[config.mk]
export PLATFORM = sky130hd
export DESIGN_NAME = machin_pi_arctan_series_core
export DESIGN_NICKNAME = d
export VERILOG_FILES = /design/src/design/mpas_pkg.sv /design/src/design/machin_pi_arctan_series_core.sv
export SDC_FILE = /design/constraint.sdc
export NUM_CORES = 2
export LEC_CHECK = 0
export BUFFER_PORTS_ARGS = -buffer_cell sky130_fd_sc_hd__buf_2
export CAP_MARGIN = 20
export CORE_AREA = 2 2 409 411
export CTS_BUF_LIST = sky130_fd_sc_hd__clkbuf_4 sky130_fd_sc_hd__clkbuf_8
export CTS_CLUSTER_DIAMETER = 200
export CTS_CLUSTER_SIZE = 24
export DETAILED_ROUTE_END_ITERATION = 16
export DIE_AREA = 0 0 411 413
export GPL_ROUTABILITY_DRIVEN = 0
export HOLD_SLACK_MARGIN = 0.05
export PLACE_DENSITY = 0.68
export SETUP_SLACK_MARGIN = 0.02
export SLEW_MARGIN = 15
export SYNTH_ARGS = -nofsm -noshare
export SYNTH_HDL_FRONTEND = slang
export SYNTH_SLANG_ARGS = --single-unit
[constraint.sdc]
create_clock -name clock -period 9.47 [get_ports clock]
set_clock_uncertainty 0.2 [all_clocks]
set_input_delay 0.947 -clock clock [delete_from_list [all_inputs] [get_ports clock]]
set_output_delay 0.947 -clock clock [all_outputs]
set_load 0.02 [all_outputs]
[src/design/mpas_pkg.sv]
// Shared types, constants and the control program of the arctan series core.
package mpas_pkg;

   localparam int MAX_TERMS_DEFAULT = 4096;
   localparam int RESULT_FRAC_BITS  = 60;

   localparam int TERM_COUNT_W = 13;
   localparam int TERM_LIMIT   = 2 ** TERM_COUNT_W - 1;
   localparam int X_W          = 32;
   localparam int RESULT_W     = 64;
   localparam int Q_FRAC       = 62;
   localparam int MAG_W        = 63;
   localparam int PROD_W       = Q_FRAC + MAG_W;
   localparam int HALF_W       = 32;
   localparam int QUO_W        = 64;
   localparam int DIV_BITS     = 2;

   localparam int ATAN_SH = Q_FRAC - RESULT_FRAC_BITS;
   localparam int PI_SH   = Q_FRAC - 2 - RESULT_FRAC_BITS;

   localparam logic [RESULT_W-1:0] ATAN_HALF =
      (ATAN_SH == 0) ? '0 : (RESULT_W'(1) << (ATAN_SH - 1));
   localparam logic [RESULT_W-1:0] PI_HALF =
      (PI_SH == 0) ? '0 : (RESULT_W'(1) << (PI_SH - 1));

   localparam logic [MAG_W-1:0] ONE_Q62   = MAG_W'(1) << Q_FRAC;
   localparam logic [MAG_W-1:0] P0_FIFTH  = (ONE_Q62 + MAG_W'(2)) / MAG_W'(5);
   localparam logic [MAG_W-1:0] P0_239TH  = (ONE_Q62 + MAG_W'(119)) / MAG_W'(239);
   localparam logic [PROD_W-1:0] ROUND_Q62 = PROD_W'(1) << (Q_FRAC - 1);

   localparam logic signed [X_W-1:0] X_ONE       = 32'sh4000_0000;
   localparam logic signed [X_W-1:0] X_MINUS_ONE = 32'shC000_0000;

   localparam int SUB_W = 6;
   localparam logic [SUB_W-1:0] MUL_LAST = SUB_W'(5);
   localparam logic [SUB_W-1:0] DIV_LAST = SUB_W'(QUO_W / DIV_BITS + 1);

   localparam int STEP_W = 4;
   localparam logic [STEP_W-1:0] ST_IDLE    = 4'd0;
   localparam logic [STEP_W-1:0] ST_SQUARE  = 4'd1;
   localparam logic [STEP_W-1:0] ST_TEST    = 4'd2;
   localparam logic [STEP_W-1:0] ST_DIVIDE  = 4'd3;
   localparam logic [STEP_W-1:0] ST_POWER   = 4'd4;
   localparam logic [STEP_W-1:0] ST_CLAMP   = 4'd5;
   localparam logic [STEP_W-1:0] ST_PASS    = 4'd6;
   localparam logic [STEP_W-1:0] ST_RELOAD  = 4'd7;
   localparam logic [STEP_W-1:0] ST_PI_DIFF = 4'd8;
   localparam logic [STEP_W-1:0] ST_ABS     = 4'd9;
   localparam logic [STEP_W-1:0] ST_ROUND   = 4'd10;
   localparam logic [STEP_W-1:0] ST_OUT     = 4'd11;

   typedef enum logic [3:0] {
      OP_IDLE,
      OP_SQUARE,
      OP_NOP,
      OP_DIVIDE,
      OP_POWER,
      OP_CLAMP,
      OP_RELOAD,
      OP_PI_DIFF,
      OP_ABS,
      OP_ROUND,
      OP_OUT
   } op_type;

   typedef enum logic [2:0] {
      JC_NEVER,
      JC_ALWAYS,
      JC_LOOP_END,
      JC_ATAN,
      JC_PASS2
   } jump_cond_type;

   typedef struct packed {
      op_type              op;
      jump_cond_type       cond;
      logic [STEP_W-1:0]   target;
   } ctrl_word_type;

   function automatic ctrl_word_type ctrl_rom(input logic [STEP_W-1:0] step);
      ctrl_word_type cw;
      unique case (step)
         ST_IDLE:    cw = '{OP_IDLE,    JC_NEVER,    ST_IDLE};
         ST_SQUARE:  cw = '{OP_SQUARE,  JC_NEVER,    ST_IDLE};
         ST_TEST:    cw = '{OP_NOP,     JC_LOOP_END, ST_CLAMP};
         ST_DIVIDE:  cw = '{OP_DIVIDE,  JC_NEVER,    ST_IDLE};
         ST_POWER:   cw = '{OP_POWER,   JC_ALWAYS,   ST_TEST};
         ST_CLAMP:   cw = '{OP_CLAMP,   JC_ATAN,     ST_ABS};
         ST_PASS:    cw = '{OP_NOP,     JC_PASS2,    ST_PI_DIFF};
         ST_RELOAD:  cw = '{OP_RELOAD,  JC_ALWAYS,   ST_SQUARE};
         ST_PI_DIFF: cw = '{OP_PI_DIFF, JC_NEVER,    ST_IDLE};
         ST_ABS:     cw = '{OP_ABS,     JC_NEVER,    ST_IDLE};
         ST_ROUND:   cw = '{OP_ROUND,   JC_NEVER,    ST_IDLE};
         ST_OUT:     cw = '{OP_OUT,     JC_ALWAYS,   ST_IDLE};
         default:    cw = '{OP_NOP,     JC_ALWAYS,   ST_IDLE};
      endcase
      return cw;
   endfunction

endpackage

[src/design/machin_pi_arctan_series_core.sv]
// Microcoded arctan Taylor series and Machin pi core.
//
// Use: an item on req_ (func, x_value, term_count) is taken when req_valid is
// high and req_stall low; req_stall is low only while the sequencer waits at
// its idle step. Each item gives one rsp_result_value item on rsp_, held in
// an output register until rsp_valid is high and rsp_stall low.
// term_count is saturated to MAX_TERMS and to 8191; arctan mode sums
// one series, pi mode two (1/5 and 1/239).
// Each term costs a divide by 2i-1 (two quotient bits per cycle)
// and a Q1.62 multiply built from four 32x32 partial products,
// plus one loop test step. One item is worked on at a time; the next item is
// taken as soon as the result is in the output register. If rsp_stall holds
// an earlier result, the final step waits until the register frees.
// Reset (synchronous) returns the sequencer to idle and drops rsp_valid;
// the datapath registers are not reset.
module machin_pi_arctan_series_core #(
   parameter int MAX_TERMS = mpas_pkg::MAX_TERMS_DEFAULT
) (
   input  logic                                 clock,
   input  logic                                 reset,
   input  logic                                 req_valid,
   output logic                                 req_stall,
   input  logic                                 req_func,
   input  logic signed [mpas_pkg::X_W-1:0]      req_x_value,
   input  logic [mpas_pkg::TERM_COUNT_W-1:0]    req_term_count,
   output logic                                 rsp_valid,
   input  logic                                 rsp_stall,
   output logic signed [mpas_pkg::RESULT_W-1:0] rsp_result_value
);
   import mpas_pkg::*;

   localparam int N_MAX = (MAX_TERMS < TERM_LIMIT) ? MAX_TERMS : TERM_LIMIT;
   localparam int NW    = $clog2(N_MAX + 1);
   localparam int DW    = NW + 1;

   ctrl_word_type cw;

   logic [STEP_W-1:0] pc_ff, pc_in;
   logic [SUB_W-1:0]  sub_ff, sub_in;
   logic              rsp_valid_ff, rsp_valid_in;
   logic signed [RESULT_W-1:0] rsp_value_ff, rsp_value_in;

   logic              func_ff, func_in;
   logic              pass_ff, pass_in;
   logic              neg_ff, neg_in;
   logic [NW-1:0]     n_ff, n_in;
   logic [NW-1:0]     im1_ff, im1_in;
   logic [MAG_W-1:0]  p_ff, p_in;
   logic [MAG_W-1:0]  sq_ff, sq_in;
   logic [MAG_W-1:0]  a5_ff, a5_in;
   logic signed [RESULT_W-1:0] acc_ff, acc_in;
   logic [2*HALF_W-1:0] pp_ff, pp_in;
   logic [PROD_W-1:0] prod_ff, prod_in;
   logic [QUO_W-1:0]  quo_ff, quo_in;
   logic [DW-1:0]     rem_ff, rem_in;

   logic req_fire, rsp_take, out_free, step_done, jump_taken;
   logic signed [X_W-1:0] x_clamped;
   logic [X_W-1:0]        x_mag;
   logic [MAG_W-1:0]      p0_atan;
   logic [NW-1:0]         n_sat;
   logic [MAG_W-1:0]      mul_b;
   logic [1:0]            pp_k;
   logic [HALF_W-1:0]     a_half, b_half;
   logic [2*HALF_W-1:0]   pp_prod;
   logic [PROD_W-1:0]     pp_shifted;
   logic [MAG_W-1:0]      mul_result;
   logic [DW-1:0]         divisor;
   logic [QUO_W-1:0]      div_q;
   logic [DW-1:0]         div_r;
   logic [RESULT_W-1:0]   rnd_sum;

   assign cw        = ctrl_rom(pc_ff);
   assign req_stall = (cw.op != OP_IDLE);
   assign req_fire  = req_valid && !req_stall;
   assign rsp_take  = rsp_valid_ff && !rsp_stall;
   assign out_free  = !rsp_valid_ff || !rsp_stall;
   assign rsp_valid        = rsp_valid_ff;
   assign rsp_result_value = rsp_value_ff;

   // argument clamp and start power
   assign x_clamped = (req_x_value > X_ONE) ? X_ONE :
                      (req_x_value < X_MINUS_ONE) ? X_MINUS_ONE : req_x_value;
   assign x_mag     = x_clamped[X_W-1] ? X_W'(-x_clamped) : x_clamped;
   assign p0_atan   = {x_mag[X_W-2:0], {(MAG_W - X_W + 1){1'b0}}};
   assign n_sat     = (32'(req_term_count) > 32'(N_MAX)) ? NW'(N_MAX)
                                                         : NW'(req_term_count);

   // multiplier: one 32x32 partial product per cycle, each registered in pp_ff before it is accumulated
   assign mul_b      = (cw.op == OP_SQUARE) ? p_ff : sq_ff;
   assign a_half     = sub_ff[1] ? HALF_W'(p_ff[MAG_W-1:HALF_W]) : p_ff[HALF_W-1:0];
   assign b_half     = sub_ff[0] ? HALF_W'(mul_b[MAG_W-1:HALF_W]) : mul_b[HALF_W-1:0];
   assign pp_prod    = a_half * b_half;
   assign pp_k       = sub_ff[1:0] - 2'd1;
   assign pp_shifted = (pp_k == 2'd0) ? PROD_W'(pp_ff) :
                       (pp_k == 2'd3) ? (PROD_W'(pp_ff) << (2 * HALF_W)) :
                                        (PROD_W'(pp_ff) << HALF_W);
   assign mul_result = prod_ff[Q_FRAC +: MAG_W];

   // divider: restoring, two quotient bits per cycle
   assign divisor = {im1_ff, 1'b1};

   always_comb begin
      logic [DW:0] trial;
      div_q = quo_ff;
      div_r = rem_ff;
      for (int b = 0; b < DIV_BITS; b++) begin
         trial = {div_r, div_q[QUO_W-1]};
         div_q = {div_q[QUO_W-2:0], 1'b0};
         if (trial >= {1'b0, divisor}) begin
            trial    = trial - {1'b0, divisor};
            div_q[0] = 1'b1;
         end
         div_r = trial[DW-1:0];
      end
   end

   assign rnd_sum = $unsigned(acc_ff) + (func_ff ? PI_HALF : ATAN_HALF);

   // sequencer
   always_comb begin
      unique case (cw.op)
         OP_IDLE:             step_done = req_fire;
         OP_SQUARE, OP_POWER: step_done = (sub_ff == MUL_LAST);
         OP_DIVIDE:           step_done = (sub_ff == DIV_LAST);
         OP_OUT:              step_done = out_free;
         default:             step_done = 1'b1;
      endcase

      unique case (cw.cond)
         JC_NEVER:    jump_taken = 1'b0;
         JC_ALWAYS:   jump_taken = 1'b1;
         JC_LOOP_END: jump_taken = (im1_ff >= n_ff);
         JC_ATAN:     jump_taken = !func_ff;
         JC_PASS2:    jump_taken = pass_ff;
         default:     jump_taken = 1'b0;
      endcase

      if (step_done) begin
         pc_in  = jump_taken ? cw.target : pc_ff + STEP_W'(1);
         sub_in = '0;
      end else if (cw.op == OP_SQUARE || cw.op == OP_POWER || cw.op == OP_DIVIDE) begin
         pc_in  = pc_ff;
         sub_in = sub_ff + SUB_W'(1);
      end else begin
         pc_in  = pc_ff;
         sub_in = sub_ff;
      end
   end

   // datapath
   always_comb begin
      func_in      = func_ff;
      pass_in      = pass_ff;
      neg_in       = neg_ff;
      n_in         = n_ff;
      im1_in       = im1_ff;
      p_in         = p_ff;
      sq_in        = sq_ff;
      a5_in        = a5_ff;
      acc_in       = acc_ff;
      pp_in        = pp_prod;
      prod_in      = prod_ff;
      quo_in       = quo_ff;
      rem_in       = rem_ff;
      rsp_value_in = rsp_value_ff;
      rsp_valid_in = rsp_valid_ff && !rsp_take;

      unique case (cw.op)
         OP_IDLE: begin
            if (req_fire) begin
               func_in = req_func;
               pass_in = 1'b0;
               neg_in  = !req_func && x_clamped[X_W-1];
               n_in    = n_sat;
               im1_in  = '0;
               acc_in  = '0;
               p_in    = req_func ? P0_FIFTH : p0_atan;
            end
         end
         OP_SQUARE, OP_POWER: begin
            if (sub_ff == '0) begin
               prod_in = ROUND_Q62;
            end else if (sub_ff < MUL_LAST) begin
               prod_in = prod_ff + pp_shifted;
            end else if (cw.op == OP_SQUARE) begin
               sq_in = mul_result;
            end else begin
               p_in   = mul_result;
               im1_in = im1_ff + NW'(1);
            end
         end
         OP_DIVIDE: begin
            if (sub_ff == '0) begin
               quo_in = QUO_W'(p_ff) + QUO_W'(im1_ff);
               rem_in = '0;
            end else if (sub_ff < DIV_LAST) begin
               quo_in = div_q;
               rem_in = div_r;
            end else begin
               acc_in = im1_ff[0] ? acc_ff - $signed(quo_ff) : acc_ff + $signed(quo_ff);
            end
         end
         OP_CLAMP: begin
            acc_in = acc_ff[RESULT_W-1] ? '0 : acc_ff;
         end
         OP_RELOAD: begin
            a5_in   = acc_ff[MAG_W-1:0];
            p_in    = P0_239TH;
            acc_in  = '0;
            im1_in  = '0;
            pass_in = 1'b1;
         end
         OP_PI_DIFF: begin
            acc_in = $signed({a5_ff[MAG_W-2:0], 2'b00}) - acc_ff;
         end
         OP_ABS: begin
            neg_in = neg_ff ^ acc_ff[RESULT_W-1];
            acc_in = acc_ff[RESULT_W-1] ? -acc_ff : acc_ff;
         end
         OP_ROUND: begin
            acc_in = func_ff ? $signed(rnd_sum >> PI_SH) : $signed(rnd_sum >> ATAN_SH);
         end
         OP_OUT: begin
            if (out_free) begin
               rsp_value_in = neg_ff ? -acc_ff : acc_ff;
               rsp_valid_in = 1'b1;
            end
         end
         default: begin
         end
      endcase
   end

   always_ff @(posedge clock) begin
      if (reset) begin
         pc_ff        <= ST_IDLE;
         sub_ff       <= '0;
         rsp_valid_ff <= 1'b0;
      end else begin
         pc_ff        <= pc_in;
         sub_ff       <= sub_in;
         rsp_valid_ff <= rsp_valid_in;
      end
      func_ff      <= func_in;
      pass_ff      <= pass_in;
      neg_ff       <= neg_in;
      n_ff         <= n_in;
      im1_ff       <= im1_in;
      p_ff         <= p_in;
      sq_ff        <= sq_in;
      a5_ff        <= a5_in;
      acc_ff       <= acc_in;
      pp_ff        <= pp_in;
      prod_ff      <= prod_in;
      quo_ff       <= quo_in;
      rem_ff       <= rem_in;
      rsp_value_ff <= rsp_value_in;
   end

endmodule

### Word level (Yosys, flattened, before mapping)

Memory sizes are Yosys's and may differ from the RTL's. A register that Yosys moved wholly into a read port is not among the register bits.
Index checks and enable logic that the tools add are counted.

| storage, ports and cells | value |
|---|---|
| register bits | 623 |
| ROM bits | 176 |
| bits of input ports | 50 |
| logic and storage cells | 152 |
| memories | 1 |

Memories:

| name | words | bits a word | read ports | clocked after memory_dff | write ports | line | RTL |
|---|---|---|---|---|---|---|---|
| (no name shown) | 16 | 11 | 1 | 1 | 0 | mpas_pkg.sv:82 | `unique case (step)` |

| operators by class | value |
|---|---|
| add/subtract/negate cells | 14 |
| multiply operators | 1 |
| order comparisons | 8 |
| eq/ne operators | 24 |
| multiplexer cells | 48 |
| bitwise logic cells | 3 |
| reduce and logical (&&, ||, !) cells | 35 |

Operators by type and width:

| kind | count |
|---|---|
| 2-to-1 mux 64 bit | 9 |
| one-hot mux 64 bit (7 select lines) | 1 |
| 2-to-1 mux 63 bit | 7 |
| 2-to-1 mux 125 bit | 3 |
| one-hot mux 63 bit (3 select lines) | 1 |
| 2-to-1 mux 32 bit | 4 |
| subtractor 64 bit | 2 |
| adder 125 bit | 1 |
| adder 63 x 13 -> 64 bit | 1 |
| adder 64 x 2 -> 64 bit | 1 |
| adder 64 bit | 1 |
| multiplier 32 x 32 -> 64 bit | 1 |
| negator 64 bit | 1 |
| 2-to-1 mux 13 bit | 4 |
| 2-to-1 mux 14 bit | 3 |
| one-hot mux 13 bit (3 select lines) | 1 |
| > comparator 32 bit (second input constant) | 1 |
| less-than comparator 32 x 31 -> 1 bit (second input constant) | 1 |
| 2-to-1 mux 31 bit | 1 |
| negator 31 bit | 1 |
| greater-or-equal comparator 15 x 14 -> 1 bit | 2 |
| subtractor 14 bit | 2 |
| equality test 4 x 3 -> 1 bit (second input constant) | 4 |
| inequality test 2 bit (second input constant) | 8 |
| other kinds (39) | 72 |

### Longest topological paths before layout

| depth | value |
|---|---|
| depth in word-level cells | 8 |
| gate-level depth with buffers | 38 |

### Least setup slack after synthesis

OpenSTA, ideal clock, no wires.

| path | value |
|---|---|
| path kind | reg2reg |
| from | register sub_ff[1] |
| to | register im1_ff[0] (enable) |
| library setup time | 1.137 ns |
| arrival time | 8.970 ns |
| data required time | 8.133 ns |
| setup slack | -0.836 ns |
| stages on the path, launching flop included | 10 |
| buffers on the path | 3 |
| period minus slack after synthesis | 10.306 ns |
| cells stage by stage | dfxtp_1 clkbuf_1 clkbuf_1 inv_1 ha_1 clkbuf_1 inv_1 a2111oi_0 and2_1 a211oi_1 |

| on the way | value |
|---|---|
| word-level cells in the longest chain between the ends | 3 |
| elaborated cells on any way between the ends | 5 |
| those cells by class | 1 x order compare; 2 x eq/ne; 2 x reduce/logical |

RTL lines:

| item | line | RTL |
|---|---|---|
| start: declaration | machin_pi_arctan_series_core.sv:39 | `logic [SUB_W-1:0] sub_ff, sub_in;` |
| start signal: assignment | machin_pi_arctan_series_core.sv:242 | `sub_ff <= sub_in;` |
| less-than comparator 6 x 3 -> 1 bit or logical NOT 6 bit (tied branches) | machin_pi_arctan_series_core.sv:184, machin_pi_arctan_series_core.sv:182 |  |
| inequality test 2 bit (no source line) | n/a |  |
| AND reduction 5 bit (no source line) (*) | n/a |  |
| end signal: assignment | machin_pi_arctan_series_core.sv:249 | `im1_ff <= im1_in;` |
| end: declaration | machin_pi_arctan_series_core.sv:47 | `logic [NW-1:0] im1_ff, im1_in;` |

Mark *: on every way between the ends. The rest lies on a longest branch, timed or not.
A chain may end at the register's enable or synchronous reset.

### Final worst setup path

| path | value |
|---|---|
| from | register cw[9] (netlist name) |
| to | register pp_ff[56] |

| on the way | value |
|---|---|
| word-level cells in the longest chain between the ends | 4 |

RTL lines:

| item | line | RTL |
|---|---|---|
| equality test 4 x 1 -> 1 bit | machin_pi_arctan_series_core.sv:90 | `assign mul_b = (cw.op == OP_SQUARE) ? p_ff : sq_ff;` |
| 2-to-1 mux 63 bit | machin_pi_arctan_series_core.sv:90 |  |
| 2-to-1 mux 32 bit | machin_pi_arctan_series_core.sv:92 | `assign b_half = sub_ff[0] ? HALF_W'(mul_b[MAG_W-1:HALF_W]) : mul_b[HALF_W-1:0];` |
| multiplier 32 x 32 -> 64 bit | machin_pi_arctan_series_core.sv:93 | `assign pp_prod = a_half * b_half;` |
| net pp_in[56] | machin_pi_arctan_series_core.sv:52 | `logic [2*HALF_W-1:0] pp_ff, pp_in;` |
| end signal: assignment | machin_pi_arctan_series_core.sv:254 | `pp_ff <= pp_in;` |
| end: declaration | machin_pi_arctan_series_core.sv:52 |  |

The timed path passes the listed nets, and every way through them passes these cells.

==> impl_metrics.yaml <==
outcome:
  status: "finished, final reports clean"
clock_network:
  cts_root_buf: "clkbuf_8"
  cts_tree: "yes"
  clk_path_buf_depth: 3
  clock_sinks: 634
  cts_hold_buffers: 0
  htreeDepth: 1
  clk_pin_slew_ns: 0.19
  cts_made_buffers: 30
  clk_latency_ns: 0.84
sta:
  worst_pin_slew_ns: 1.17
  setup_slack_ns: 0.218
  setup_tns_ns: 0
  finalCritPeriodShare_pct: 97.7
  max_clock_freq_mhz: 108
  setup_viol: 0
  slew_viol_final: 0
  hold_viol: 0
  slew-limit-headroom_pct: 22.1
  post-route-min-period_ns: 9.25
finish:
  layout.nets: 11100
  area_delta_synth_final_pct: 6.63
  drive_gt1_share_pct: 6.95
  post-route-util_pct: 52.8
setup_path:
  critPathCaptureType: "register"
  critPathRequiredTime_ns: 9.93
  rr_worst_depth: 35
  cp_max_fo: 32
  start_kind: "register"
  slowest_delay_ns: 0.63
  crit_slowest_cell: "fa_2"
  r2r_start: "cw[9]$_DFF_P_"
  ff2ff_setup_slack_ns: 0.22
  r2r-end: "pp_ff[56]$_DFF_P_"
  arrival_ns: 9.72
  critPathKind: "register to register"
  cpMostUsedCell: "fa_1"
global_route:
  overflow: 0
  grt_pass1_vias: 73200
  grt_max_degree: 99
  antenna_found_initial: 29
  grt_pass1_wl_um: 460000
  grtUsageTotal_pct: 36.2
yosys:
  synth_edf_count: 548
  synth.most_common_cell: "nor2_1"
  synth_top_area_share_pct: 21.9
  postSynthCellCount: 9563
  synth.cells.most_frequent: "nor2_1 (1193), nand2_1 (1139), inv_1 (1083)"
  seq_area_frac_synth_pct: 22.1
  synthArstFlopShare_pct: 0
  yosysUniqueCellTypes: 102
  yosys_warnings: 0
  syn_area_per_cell_sq_um: 8.59
  netlist_area_sq_um: 82200
  syn_nets: 11100
  synthFlopType: "edfxtp_1"
  synth_area_leaders: "fa_1 (22%), edfxtp_1 (20%), ha_1 (8.8%)"
  ys_seq_elements: 634
  synth_top_area_cell: "fa_1"
drt:
  drt_iter0_markers: 9607
  ant_nets: 0
  drcViolationCount: 0
  routed.top_layer: "met5"
  routed_via_density: 6.28
  met2_length_um: 132000
  first_pass_iters: 10
  finalWirelength_um: 311000
  vias: 73800
  wl_met3_um: 40100
  wl_met1_um: 106000
  avgRoutedWirePerCell_um: 26.4
place:
  dp_hpwl_um: 242000
  port_buffers: 115
  detailedPlace.worstSlack_ns: -0.519
min_path:
  min_from: "req_term_count[8]"
  min_path_type: "primary input to register"
  min_path_cells: 2
  hold_end: "n_ff[8]$_SDFFCE_PN0P_"
die:
  num_rows: 150
  dieArea_sq_um: 170000
  die_h_um: 413
  fp.coreArea_sq_um: 166000
  num_io_pins: 116
  die_x_um: 411
  initial_core_util_pct: 49.5
run:
  drv_cap: 0
[how the worst max path moves through the flow]
stage	start	endpoint	cells past startpoint
floorplan	sub_ff[1]$_SDFFE_PP0P_	im1_ff[0]$_SDFFCE_PP0P_	9
global placement	cw[8]$_DFF_P_	pp_ff[56]$_DFF_P_	33
detailed placement	cw[8]$_DFF_P_	pp_ff[62]$_DFF_P_	34
CTS	cw[9]$_DFF_P_	pp_ff[62]$_DFF_P_	32
global route	cw[9]$_DFF_P_	pp_ff[62]$_DFF_P_	37
finish	cw[9]$_DFF_P_	pp_ff[56]$_DFF_P_	35
[sequential cells by signal, indices dropped and copies added (netlist names), 62 cells and up]
name              count
a5_ff                62
pp_ff                64
rsp_result_value     64
p_ff                 63
acc_ff               64
sq_ff                63
quo_ff               64
prod_ff             125
[cells by family after synthesis]
logic type               Yosys count  synth area share (%)
buffers and inverters           1609                  7.38
flip-flops                       634                  22.1
AO/OA/AOI/OAI                   1841                  14.1
XOR/XNOR                         595                  6.34
AND/OR/NAND/NOR                 3267                  17.6
multiplexers                     135                  1.76
adder cells (fa/ha/maj)         1482                  30.8
[through the flow]
step | cells | area, sq um | hold slack (ns)
2_1_floorplan | 9563 | 82200 | 0.248
3_3_place_gp | 11700 | 86500 | 0.321
3_5_place_dp | 11700 | 86500 | 0.318
4_1_cts | 11700 | 87300 | 0.154
5_1_grt | 11700 | 87600 | 0.170
6_report | 11800 | 87600 | 0.193
[cells in the final DEF (no fill, tap or decap), drive strengths merged, types with 55 or more instances in the layout]
cell type  synthesis  layout
o21bai            72      72
fa               901     901
edfxtp           548     548
and2             107     108
nor2b             71      71
and3              71      71
nand2b            77      77
xnor2            425     425
nand2           1140    1140
nor3             110     110
clkbuf           483      55
a21o             217     217
nand3            179     179
a31oi             57      57
a21oi            571     571
o21a              64      64
ha               581     581
nor2            1194    1194
buf               38     442
nand4            128     128
mux2i             95      95
inv             1086    1086
dfxtp             86      86
o21ai            465     466
xor2             170     170
[critical path: cells and delay by family (launching register included)]
kind / cells / cell delay (ns)
buffers and inverters: 8 / 1.20
adders and majority gates: 9 / 4.40
DFF: 1 / 0.36
AOI/OAI and AO/OA: 9 / 1.85
xor gates and xnor gates: 1 / 0.16
and+or+nand+nor: 8 / 0.87
[per-layer routing]
metal  vias up  GRT usage, %
met1     35500          42.2
met5         -         0.198
met2      5040          55.0
met4        28          28.9
met3      1463          11.3
li1      31800             -
[cell type report]
type / count / area (sq um)
sequential: 634 / 18200
tap: 2204 / 2760
clock inverter: 1 / 16.3
inverter: 1088 / 4090
fill: 15400 / 78300
clock buffer: 55 / 607
timing repair buffer: 442 / 3570
multi-input combinational: 7322 / 58400
antenna: 12 / 30.0
[repair_timing]
item,CTS,global route
gates resized for setup,7,42
cloned,0,2
pin swaps,2,7
setup endpoints to repair,24,16
setup buffers,5,14
Power is left out: the tool's default activity adds up to more than one toggle a clock period on the data nets, which glitch-free logic cannot reach.
